**src/generation_tagged_probe_table_unit_defines.svh**
```systemverilog
// Assertion macros for the generation-tagged probe table.
// Used by the top level; samples on clk_i and is disabled while rst_ni is low.
`ifndef GENERATION_TAGGED_PROBE_TABLE_UNIT_DEFINES_SVH
`define GENERATION_TAGGED_PROBE_TABLE_UNIT_DEFINES_SVH

`ifndef SYNTHESIS
// Checks a property on every rising edge of clk_i outside reset.
`define GTPT_ASSERT(lbl, prop, msg) \
  lbl: assert property (@(posedge clk_i) disable iff (!rst_ni) (prop)) else $error(msg);
// Checks that a condition never holds on a rising edge of clk_i outside reset.
`define GTPT_ASSERT_NEVER(lbl, cond, msg) \
  lbl: assert property (@(posedge clk_i) disable iff (!rst_ni) !(cond)) else $error(msg);
`else
`define GTPT_ASSERT(lbl, prop, msg)
`define GTPT_ASSERT_NEVER(lbl, cond, msg)
`endif

`endif

```
**src/gtpt_pkg.sv**
```systemverilog
// Package for the generation-tagged probe table: types, codes and constants.
// No dependencies; used by every module of the block.
`timescale 1ns / 1ps
`default_nettype none

package gtpt_pkg;

  localparam int unsigned TABLE_SLOTS_DEF = 1024;
  localparam logic [63:0] HASH_MULT = 64'd1099511628211;
  localparam int unsigned KEY_SHIFT = 4;
  localparam int unsigned KEY_W = 64;
  localparam int unsigned GEN_W = 32;
  localparam int unsigned VAL_W = 32;
  localparam int unsigned SLOT_W = 10;

  typedef enum logic {
    CMD_ENSURE = 1'b0,
    CMD_GET    = 1'b1
  } cmd_e;

  typedef enum logic [2:0] {
    STAT_HIT       = 3'd0,
    STAT_INSERTED  = 3'd1,
    STAT_REFRESHED = 3'd2,
    STAT_NOT_FOUND = 3'd3,
    STAT_STALE     = 3'd4,
    STAT_FULL      = 3'd5,
    STAT_INVALID   = 3'd6
  } status_e;

  typedef struct packed {
    cmd_e              command;
    logic [KEY_W-1:0]  key;
    logic [GEN_W-1:0]  generation;
    logic [VAL_W-1:0]  new_value;
  } in_item_t;

  typedef struct packed {
    status_e           status;
    logic [VAL_W-1:0]  value;
    logic [SLOT_W-1:0] slot;
  } out_item_t;

  // One table entry as it sits in the slot memory.
  typedef struct packed {
    logic [KEY_W-1:0] key;
    logic [GEN_W-1:0] generation;
    logic [VAL_W-1:0] value;
  } entry_t;

endpackage

`default_nettype wire

```
**src/gtpt_hash.sv**
```systemverilog
// Home-slot hash of the probe table: low index bits of (key >> 4) * FNV prime.
// Depends on gtpt_pkg for the key width, shift and multiplier.
`timescale 1ns / 1ps
`default_nettype none

module gtpt_hash #(
  parameter int unsigned IDX_W = 10
) (
  input  wire logic                      clk_i,
  input  wire logic                      en_i,
  input  wire logic [gtpt_pkg::KEY_W-1:0] key_i,
  output logic      [IDX_W-1:0]          home_o
);
  import gtpt_pkg::*;

  localparam logic [IDX_W-1:0] MULT_LO = HASH_MULT[IDX_W-1:0];

  logic [IDX_W-1:0] key_lo;
  logic [IDX_W-1:0] home_d;
  logic [IDX_W-1:0] home_q;

  // Only the low index bits of the product are kept, so only the low index
  // bits of both operands take part.
  assign key_lo = key_i[KEY_SHIFT +: IDX_W];
  assign home_d = IDX_W'(key_lo * MULT_LO);

  always_ff @(posedge clk_i) begin
    if (en_i) begin
      home_q <= home_d;
    end
  end

  assign home_o = home_q;

endmodule

`default_nettype wire
```
**config.mk**
```make
export PLATFORM = sky130hd
export DESIGN_NAME = gtpt_hash
export DESIGN_NICKNAME = d
export VERILOG_FILES = /design/src/generation_tagged_probe_table_unit_defines.svh /design/src/gtpt_pkg.sv /design/src/gtpt_hash.sv
export SDC_FILE = /design/constraint.sdc
export NUM_CORES = 1
export LEC_CHECK = 0
export BUFFER_PORTS_ARGS = -buffer_cell sky130_fd_sc_hd__buf_2
export CAP_MARGIN = 20
export CORE_MARGIN = 5
export CORE_UTILIZATION = 25
export CTS_BUF_LIST = sky130_fd_sc_hd__clkbuf_8
export CTS_CLUSTER_DIAMETER = 30
export DETAILED_ROUTE_END_ITERATION = 6
export GPL_TIMING_DRIVEN = 0
export PLACE_DENSITY_LB_ADDON = 0.05
export SYNTH_ARGS = -nofsm -noshare
export SYNTH_HDL_FRONTEND = slang
export SYNTH_SLANG_ARGS = --single-unit
```
**constraint.sdc**
```tcl
create_clock -name clk_i -period 5.8 [get_ports clk_i]
set_clock_uncertainty 0.15 [all_clocks]
set_input_delay 1.16 -clock clk_i [delete_from_list [all_inputs] [get_ports clk_i]]
set_output_delay 1.16 -clock clk_i [all_outputs]
set_load 0.005 [all_outputs]
```
==> results of run 1 <==
-- logic make-up after synthesis --
kind of cell	share of synthesized area
buf+inv	0.0856
xor+xnor	0.113
compound gates	0.0476
flops	0.285
fa+ha+maj	0.468
-- worst max-delay path by stage --
| stage | from | endpoint |
|---|---|---|
| floorplan | key_i[9] | home_o[9]$_DFFE_PP_ |
| global placement | key_i[4] | home_o[9]$_DFFE_PP_ |
| detailed placement | key_i[9] | home_o[9]$_DFFE_PP_ |
| CTS | key_i[9] | home_o[9]$_DFFE_PP_ |
| global route | key_i[4] | home_o[9]$_DFFE_PP_ |
| finish | key_i[9] | home_o[9]$_DFFE_PP_ |
-- cell type report --
type / instances / area, µm² / area share
Inverter: 24 / 90.1 / 0.0714
Sequential cell: 10 / 300 / 0.238
Timing Repair Buffer: 21 / 105 / 0.0833
Clock buffer: 3 / 41.3 / 0.0327
Multi-Input combinational cell: 54 / 662 / 0.525
Tap cell: 50 / 62.6 / 0.0496
-- cells in the final DEF, fill, tap and decap left out --
cell type	instances
xnor2_1	10
a21o_1	2
a21oi_1	3
o21bai_1	1
inv_1	24
o21ai_0	1
ha_1	25
clkbuf_8	3
xnor3_1	1
xor2_1	1
a211oi_1	1
fa_1	9
edfxtp_1	10
buf_2	21
-- stage by stage --
| stage | power (W) | std cells | setup slack, ns | instance area, µm² |
|---|---|---|---|---|
| floorplan | 0.000275 | 88 | 1.81 | 1050 |
| global placement | 0.000342 | 159 | 1.40 | 1220 |
| detailed placement | 0.000339 | 159 | 1.42 | 1220 |
| CTS | 0.000411 | 162 | 1.65 | 1260 |
| global route | 0.000446 | 162 | 1.51 | 1260 |
| finish | 0.000399 | 162 | 1.72 | 1260 |
-- power by group through the flow --
stage                     sequential (W)  combinational, W  clock [W]
after floorplan                 0.000125          0.000150          0
after global placement          0.000120          0.000222          0
after detailed placement        0.000120          0.000219          0
after CTS                       0.000119          0.000222  0.0000697
after global routing            0.000120          0.000251  0.0000742
final                           0.000119          0.000214  0.0000674
-- routing by layer --
layer	vias up	part of all wire	GRT usage
li1	336	-	-
met2	18	0.45	0.120
met5	-	0	0
met3	4	0.090	0.0200
met4	0	0.015	0.0415
met1	299	0.45	0.103
-- cells in the mapped netlist (all sizes together) --
cell type   n  area (µm²)
a211oi      1        7.51
a21o        2        15.0
a21oi       3        15.0
edfxtp     10         300
fa          9         180
ha         25         313
inv        24        90.1
o21ai       1        5.00
o21bai      1        7.51
xnor2      10        87.6
xnor3       1        22.5
xor2        1        8.76
==> impl_metrics.tcl, run 1 <==
set metrics [dict create \
    outcome "finished clean" \
    drv_cap 0 \
    worst_setup_path_end_kind "flop" \
    synth_area_per_cell_um2 12.0 \
    clock_power_share 0.169 \
    fin_nets 214 \
    max_freq_ghz 0.245 \
    die_area_mm2 0.00561 \
    synth_seq_cells 10 \
    cp_common_cell "ha_1" \
    cp_max_fo 4 \
    grt_pass1_vias 725 \
    grt_pass1_wl_mm 3.27 \
    clk_pin_slew_ns 0.04 \
    worst_pin_slew_ns 0.257 \
    cts_resized 0 \
    ys_seq_area_frac 0.285 \
    finalSetupViolations 0 \
    fin_util 0.313 \
    synth_nets 188 \
    period_needed_ns 4.08 \
    nFillCells 438 \
    hold_ws_ns 1.03 \
    netlist_instances 88 \
    first_iter_violations 18 \
    holdCritStartpoint "key_i[4]" \
    hold_path_end "home_o[0]$_DFFE_PP_" \
    wl_per_cell_um 11.4 \
    core-area_mm2 0.00403 \
    port_buffers 21 \
    place.gp.congestion 0.719 \
    vias_per_cell 4.06 \
    critPathMaxStageDelay_ns 0.53 \
    routed_wl_mm 1.85 \
    antenna_left 0 \
    yosys_warnings 0 \
    root_buffer "clkbuf_8" \
    overflow 0 \
    crit_arrival_ns 3.90 \
    die_w_um 74.9 \
    firstDrtPassIters 2 \
    switching_share 0.333 \
    hold_buffers 0 \
    post_cts_buffers 0 \
    drc 0 \
    grt_start_max_net_pins 11 \
    timing.slew.headroom 0.829 \
    critPathTopFamily "adder cells" \
    path_depth 12 \
    path_cells "buf_2, ha_1, fa_1, ha_1, inv_1, fa_1, inv_1, ha_1, o21ai_0, o21bai_1, a21oi_1, xnor2_1" \
    finalSetupTns_ns 0 \
    numCtsBuffers 3 \
    ir_drop_v 0.0000624 \
    seqPwrFrac 0.297 \
    htree_num_levels 1 \
    dp_hpwl_mm 1.73 \
    combPwrFrac 0.535 \
    slew_violations 0 \
    p_per_area_mw_per_mm2 317 \
    post-route-period-util 0.704 \
    clkSinkCount 10 \
    p_sw_w 0.000133 \
    area_growth_pct 19.9 \
    largest_reg_flops 10 \
    min_path_cells 1 \
    cts_tree "done" \
    die_h_um 74.9 \
    synthesis.area_mm2 0.00105 \
    start_util 0.261 \
    critPathKind "in -> reg" \
    p_leak_nw 0.647 \
    grt_util_all_layers 0.0790 \
    drive_gt1_frac 0.214 \
    io_pins 76 \
    crit_path_top_delay_cell "fa_1" \
    hold_path_class "in -> reg" \
    num_rows 23 \
    crit_path_start_kind "input pin" \
    worst-path-buf-inv 3 \
    num_vias 657 \
    intPower_w 0.000267 \
    clockBufferDepth 2 \
    final_hold_viol_count 0 \
    antenna_cells 0 \
    rsz0062_at_grt "false" \
    required_ns 5.62 \
    antenna_found_initial 0 \
    synth_cell_types 12 \
]
Note: power is estimated with default switching activity, not from simulation.
==> inputs of run 2 (changes only) <==
Clock period 5.8 ns to 3.55 ns, I/O delays scaled along.
==> impl_metrics.tcl, run 2 (synthesized netlist as in run 1, its figures left out) <==
set metrics [dict create \
    grt_pass1_wl_mm 3.39 \
    place.gp.congestion 0.719 \
    outcome "finished clean" \
    hold_path_class "in -> reg" \
    fin_area_mm2 0.00137 \
    routed.top_layer "met4" \
    die_area_mm2 0.00561 \
    grt_pass1_vias 762 \
    finalSetupViolations 0 \
    clock_power_share 0.147 \
    post_cts_buffers 0 \
    area_growth_pct 30.1 \
    required_ns 3.38 \
    firstDrtPassIters 2 \
    ir_drop_v 0.000133 \
    seqPwrFrac 0.261 \
    crit_arrival_ns 3.27 \
    core-area_mm2 0.00403 \
    start_util 0.261 \
    crit_path_top_delay_cell "fa_1" \
    critPathKind "in -> reg" \
    dp_hpwl_mm 1.73 \
    final_cell_mix "inv_1 (23), buf_2 (21), ha_1 (18)" \
    io_pins 76 \
    first_iter_violations 7 \
    antenna_found_initial 0 \
    dr_wl_met3_um 167 \
    grt_start_max_net_pins 11 \
    max_freq_ghz 0.290 \
    path_cells "buf_2, ha_1, inv_1, fa_1, inv_1, fa_1, fa_2, xnor2_2, xnor3_1, xnor2_2, xnor2_1" \
    period_needed_ns 3.44 \
    timing.slew.headroom 0.827 \
    drive_gt1_frac 0.339 \
    placed_cell_area_mm2 0.00122 \
    p_leak_nw 0.655 \
    clk_pin_slew_ns 0.04 \
    largest_reg_flops 10 \
    htree_num_levels 1 \
    antenna_cells 0 \
    crit_path_start_kind "input pin" \
    num_vias 678 \
    wl_per_cell_um 11.7 \
    layout_commonest_cell "inv_1" \
    numCtsBuffers 3 \
    fin_util 0.340 \
    routed_wl_mm 1.89 \
    combPwrFrac 0.591 \
    p_per_area_mw_per_mm2 542 \
    critPathMaxStageDelay_ns 0.49 \
    cts_tree "done" \
    intPower_w 0.000493 \
    wl_met2_um 877 \
    root_buffer "clkbuf_8" \
    final_hold_viol_count 0 \
    place_worst_setup_slack_ns -0.380 \
    switching_share 0.336 \
    die_w_um 74.9 \
    worst_setup_path_end_kind "flop" \
    cp_max_fo 2 \
    wl_met1_um 819 \
    grt_util_all_layers 0.0812 \
    die_h_um 74.9 \
    setup_slack_ns 0.105 \
    drv_cap 0 \
    rsz0062_at_grt "true" \
    finalSetupTns_ns 0 \
    p_sw_w 0.000249 \
    vias_per_cell 4.19 \
    clockBufferDepth 2 \
    antenna_left 0 \
    num_rows 23 \
    port_buffers 21 \
    drc 0 \
    slew_violations 0 \
    fin_nets 214 \
    overflow 0 \
    post-route-period-util 0.970 \
    hold_buffers 0 \
    total_power_w 0.000742 \
    worst_pin_slew_ns 0.258 \
    clkSinkCount 10 \
]
## run 2: cell types whose count changed in the layout (fill, tap and decap cells not counted), moves of 2 or more
cell | previous run | this run
ha_4 | 0 | 6
ha_1 | 25 | 18
xnor2_1 | 10 | 8
xnor2_2 | 0 | 2
## run 2: layout make-up
type / count / area (µm²)
flip-flops and latches: 10 / 300
fillers: 427 / 2660
inverters: 24 / 90.1
clock buffers: 3 / 41.3
repair buffers: 21 / 105
multi-input cells: 54 / 769
well taps: 50 / 62.6
## run 2: timing repair
action | in CTS | in global routing
pin swaps | 2 | 11
endpoints found under the setup margin | 1 | 2
resized for setup | 3 | 12
cloned | 0 | 0
## run 2: worst max-delay path, delay by kind of cell
family	cells	cell delay, ns
xor gates and xnor gates	4	0.72
adders and majority gates	4	1.62
buffers and inverters	3	0.22
## run 2: power by group through the flow
stage               logic, W  clock network, W  registers [W]
finish              0.000439          0.000109       0.000194
global placement    0.000363                 0       0.000196
detailed placement  0.000357                 0       0.000196
CTS                 0.000394          0.000114       0.000194
floorplan           0.000246                 0       0.000203
global route        0.000502          0.000121       0.000197
## run 2: final timing paths
kind / start / endpoint / slack [ns] / cells past startpoint
worst max-delay path: key_i[11] / home_o[9]$_DFFE_PP_ / 0.11 / 11
worst min-delay path: key_i[4] / home_o[0]$_DFFE_PP_ / 0.59 / 1
## run 2: per-layer routing
| metal | up-vias | global-route usage |
|---|---|---|
| met2 | 18 | 0.125 |
| met1 | 318 | 0.106 |
| met5 | - | 0 |
| met4 | 0 | 0.0415 |
| met3 | 4 | 0.0200 |
| li1 | 338 | - |
## run 2: per-stage QoR
step | hold slack [ns] | cells
floorplan | 0.659 | 88
global placement | 0.824 | 159
detailed placement | 0.827 | 159
CTS | 0.590 | 162
global route | 0.590 | 162
finish | 0.590 | 162
